File: src/hdl/assert_macros.svh
// ----------------------------------------------------------------------------
// assertion macros
// shared concurrent assertion forms for the echo block
// ----------------------------------------------------------------------------
`ifndef ASSERT_MACROS_SVH
`define ASSERT_MACROS_SVH

// same-cycle implication, checked outside reset
`define SFE_ASSERT_IMPLY(label, clk, rst_n, ante, cons, msg) \
	label: assert property (@(posedge clk) disable iff (!rst_n) (ante) |-> (cons)) \
		else $error(msg);

// next-cycle implication, checked outside reset
`define SFE_ASSERT_NEXT(label, clk, rst_n, ante, cons, msg) \
	label: assert property (@(posedge clk) disable iff (!rst_n) (ante) |=> (cons)) \
		else $error(msg);

`endif

File: src/hdl/sfe_pkg.sv
// ----------------------------------------------------------------------------
// sfe_pkg
// widths, register map, reset values and shared types of the echo block
// ----------------------------------------------------------------------------
package sfe_pkg;

	localparam int MAX_DELAY_DEF = 262144;

	localparam int SAMPLE_W  = 16;
	localparam int GAIN_W    = 9;
	localparam int LEN_CFG_W = 19;
	localparam int MODE_W    = 2;
	localparam int COEF_W    = 16;
	localparam int CFG_IDX_W = 3;
	localparam int CFG_W     = 19;
	localparam int FV_W      = 32;

	// shared multiplier operand and product widths
	localparam int MUL_A_W = 33;
	localparam int MUL_B_W = 17;
	localparam int PROD_W  = MUL_A_W + MUL_B_W;

	// register indexes
	localparam logic [CFG_IDX_W-1:0] REG_DRY    = 3'd0;
	localparam logic [CFG_IDX_W-1:0] REG_WET    = 3'd1;
	localparam logic [CFG_IDX_W-1:0] REG_FB     = 3'd2;
	localparam logic [CFG_IDX_W-1:0] REG_LEN    = 3'd3;
	localparam logic [CFG_IDX_W-1:0] REG_OFFSET = 3'd4;
	localparam logic [CFG_IDX_W-1:0] REG_MODE   = 3'd5;
	localparam logic [CFG_IDX_W-1:0] REG_A0     = 3'd6;
	localparam logic [CFG_IDX_W-1:0] REG_B1     = 3'd7;

	// filter modes, anything above low-pass acts as high-pass
	localparam logic [MODE_W-1:0] MODE_NONE = 2'd0;
	localparam logic [MODE_W-1:0] MODE_LOW  = 2'd1;

	// register reset values
	localparam logic [GAIN_W-1:0]    DRY_RST    = 9'd256;
	localparam logic [GAIN_W-1:0]    WET_RST    = 9'd40;
	localparam logic [GAIN_W-1:0]    FB_RST     = 9'd128;
	localparam logic [LEN_CFG_W-1:0] LEN_RST    = 19'd44100;
	localparam logic [LEN_CFG_W-1:0] OFFSET_RST = 19'd22050;

	typedef struct packed {
		logic we;
		logic re;
	} ram_ctl_t;

endpackage

File: src/hdl/sfe_mul.sv
// ----------------------------------------------------------------------------
// sfe_mul
// shared signed multiplier with registered product
// ----------------------------------------------------------------------------
module sfe_mul (
	input  logic                               clk,
	input  logic signed [sfe_pkg::MUL_A_W-1:0] a,
	input  logic signed [sfe_pkg::MUL_B_W-1:0] b,
	output logic signed [sfe_pkg::PROD_W-1:0]  prod
);

	logic signed [sfe_pkg::PROD_W-1:0] prod_q;

	always_ff @(posedge clk) begin
		prod_q <= sfe_pkg::PROD_W'(a) * sfe_pkg::PROD_W'(b);
	end

	assign prod = prod_q;

endmodule

File: config.mk
export PLATFORM = sky130hd
export DESIGN_NAME = sfe_mul
export DESIGN_NICKNAME = d
export VERILOG_FILES = /design/src/hdl/assert_macros.svh /design/src/hdl/sfe_pkg.sv /design/src/hdl/sfe_mul.sv
export SDC_FILE = /design/constraint.sdc
export NUM_CORES = 2
export LEC_CHECK = 0
export ABC_AREA = 0
export BUFFER_PORTS_ARGS = -buffer_cell sky130_fd_sc_hd__buf_2
export CORE_MARGIN = 4
export CORE_UTILIZATION = 25
export CTS_CLUSTER_SIZE = 24
export DETAILED_ROUTE_END_ITERATION = 6
export PLACE_DENSITY = 0.41
export SLEW_MARGIN = 30
export SYNTH_ARGS = -nofsm -noshare
export SYNTH_HDL_FRONTEND = slang
export SYNTH_SLANG_ARGS = --single-unit
File: constraint.sdc
create_clock -name clk -period 9.5 [get_ports clk]
set_input_delay 1.9 -clock clk [delete_from_list [all_inputs] [get_ports clk]]
set_output_delay 1.9 -clock clk [all_outputs]
set_load 0.01 [all_outputs]
==> metrics.md <==
| Metric | Value |
|---|---|
| Vias | 14.0k |
| Synth Area in Compound Gates | 4.72% |
| First-pass GRT wire length | 92,600 um |
| Prevailing post-synth register cell | dfxtp_1 |
| CP cell instances | buf_2 > clkinv_1 > buf_4 > nor2_1 > fa_1 > fa_1 > fa_1 > fa_1 > fa_1 > inv_1 > fa_1 > inv_1 > ha_1 > and3_4 > nor3b_1 > nand2_1 > a21oi_2 > a21oi_2 > a211oi_2 > mux2i_1 > nand3_1 |
| Total Routed Length | 57,100 um |
| Die ar. | roughly 0.085 mm2 |
| Cts repair resizes | 0 |
| Worst setup SP type | input pin |
| Multi-input logic area | 0.0168 mm2 |
| Port Buffers | 100 |
| CTS root buf | clkbuf_16 |
| Main combinational cell family by area after synthesis | adder cells |
| Crit Path Max Fanout | 16 |
| Synth warn | 0 |
| Synth Area in XOR/XNOR | under 10% |
| Rows | 103 |
| Critical path endpoint category | flip-flop |
| Vias per cell | 4.31 |
| Post-CTS Setup Bufs | 0 |
| Synth Instances | 2,154 |
| Inserted Clock Buffers | 5 |
| CTS clk-pin slew, worst paths | about 90 ps |
| Count of final setup violators | 0 |
| Max Root-Sink Buffers | 2 |
| Drt drc | 0 |
| Hold_buf cts | 0 |
| Worst slew pin tran | 952 ps |
| Required time of the critical path | ~9700 ps |
| Period Utilization, post-route | 89.3% |
| Setup TNS | 0 ps |
| Vias in the first global route | 16.2k |
| Synth Area per Inst | approximately 9.3 um2 |
| Die W | 291 um |
| Fill cells | 8,584 |
| Final hold viol count | 0 |
| Total of max-cap violations | 0 |
| Synth Cell Area | ~0.020 mm2 |
| Simple-gate share of the synthesized area | 16.1% |
| Status | finished, final reports clean |
| Cell variety after synth | 59 |
| CP max stage cell | fa_1 |
| Synth Register Bits | 50 |
| DIE HEIGHT | 291 um |
| Sink Count | 50 |
| Min Tclk post-route | 8490 ps |
| Kind of critical path | in2reg |
| CP arrival | 8720 ps |
| Max reg flops | 50 |
| Seq/Total Area, Yosys | 4.98% |
| Final Max Tran Viols | 0 |
| Initial antenna violation count | 10 |
| Area grow syn2layout | 8.55% |
| RSZ-0062 raised after global routing | false |
| Fmax | around 120 MHz |
| First-pass detailed-route iteration total | 5 |
| Hpwl dp | 47,200 um |
| CTS tree | built |
| Largest net degree at the start of global routing | 34 |
| Post-Synth Adder-Cell Area | 60.7% |
| CORE AREA | 0.0793 mm2 |
| Wire per inst | 17.6 um |
| Asr flop ratio synth | 0% |
| Multiplexer share of the synthesized area | 0.0997% |
| Slew headroom | 36.6% |
| Initial Utilization | about a quarter |
| EDFF count, synth | 0 |
| Grt ovf | 0 |
| Fraction of layout instances using a drive strength above 1 | 6.46% |
| Crit path top cell by count | fa_1 |
| FF+latch area | between 0.001 and 0.0015 mm2 |
| HP Class | in2reg |
| Global Route Usage Sum | 13.9% |
| Antenna viol nets, final | 0 |
| Iteration-0 DRC Markers | 501 |
| Io pins | 101 |
| Syn_nets | 2,858 |
| CTS H-tree depth | 2 |
| GPL Wtd Cong | 0.778 |
| NumNets Final | 2,887 |
| Max incr delay on CP | approximately 520 ps |
[layer usage]
layer  up-vias  track usage, %  share of wire (%)
met2       170            24.6                 51
met5         -               0              0.061
met1      7466            18.4                 45
met3        44            1.53                2.7
met4         6            3.05                2.0
li1       6286               -                  -
[final timing paths]
| path | startpoint | endpoint | depth (start not counted) | slack [ps] |
|---|---|---|---|---|
| setup / recovery | b[16] | prod[46] | 21 | 1010 |
| hold / removal | a[0] | prod[0] | 2 | 2080 |
[synth_stat cells, types with 2 or more instances]
| master | n | area, um2 |
|---|---|---|
| a31oi_1 | 3 | 18.8 |
| a21o_2 | 3 | 26.3 |
| a21oi_1 | 43 | 215 |
| inv_1 | 511 | 1920 |
| a221o_1 | 2 | 20.0 |
| nor2b_1 | 7 | 43.8 |
| clkbuf_1 | 85 | 319 |
| a31o_4 | 2 | 35.0 |
| dfxtp_1 | 50 | 1000 |
| xor2_1 | 10 | 87.6 |
| o21ai_1 | 2 | 10.0 |
| nand3_1 | 9 | 45.0 |
| nor4_1 | 2 | 12.5 |
| a21oi_2 | 8 | 70.1 |
| ha_1 | 117 | 1460 |
| nor3_1 | 11 | 55.1 |
| o21a_1 | 5 | 37.5 |
| and2_1 | 232 | 1450 |
| nand3b_1 | 2 | 15.0 |
| and3_1 | 5 | 31.3 |
| nor2_1 | 48 | 180 |
| a31o_2 | 3 | 26.3 |
| nand2_1 | 323 | 1210 |
| nand2b_1 | 14 | 87.6 |
| a21boi_0 | 2 | 15.0 |
| o21ai_0 | 18 | 90.1 |
| mux2i_1 | 2 | 20.0 |
| nand4_1 | 4 | 25.0 |
| o21bai_1 | 9 | 67.6 |
| a21o_1 | 15 | 113 |
| a211oi_1 | 5 | 37.5 |
| xnor2_1 | 40 | 350 |
| fa_1 | 536 | 10700 |
[worst max-delay path, delay by kind of cell]
family | cells | cell delay, ps
AOI/OAI and AO/OA | 3 | 1030
adders and majority gates | 7 | 3310
buffers and inverters | 5 | 1180
muxes | 1 | 230
and+or+nand+nor | 5 | 1030
[final cells by class]
class	count	area share [%]
Multi-Input combinational cell	1506	77.2
Sequential cell	50	4.59
Clock buffer	5	0.574
Antenna cell	5	0.0574
Timing Repair Buffer	108	2.57
Clock inverter	3	0.132
Tap cell	1050	6.03
Inverter	512	8.82
[metrics by stage]
stage	worst slack (ps)	utilization [%]	cell area [um2]	hold WS, ps	std cells
2_1_floorplan	2140	-	20100	2030	2154
3_3_place_gp	531	27.3	21600	2300	3226
3_5_place_dp	560	27.3	21600	2290	3226
5_1_grt	625	27.5	21800	2070	3235
4_1_cts	930	27.5	21800	2060	3234
6_report	1010	27.5	21800	2080	3239
[cells by family after synthesis]
group / count (synthesis)
mux: 2
xor+xnor: 50
buf+inv: 598
compound gates: 135
simple gates: 666
flops: 50
fa+ha+maj: 653
[cells in the final DEF, fill, tap and decap left out, types with 10 or more instances in the layout]
| cell | n |
|---|---|
| nor2_1 | 48 |
| nor3_1 | 11 |
| nand2_1 | 323 |
| nand2b_1 | 14 |
| fa_1 | 536 |
| a21o_1 | 15 |
| xor2_1 | 10 |
| xnor2_1 | 40 |
| inv_1 | 511 |
| dfxtp_1 | 50 |
| and2_1 | 232 |
| o21ai_0 | 18 |
| ha_1 | 117 |
| buf_2 | 100 |
| a21oi_1 | 43 |
Power is left out: the tool's default activity adds up to more than one toggle a clock period on the data nets, which glitch-free logic cannot reach.
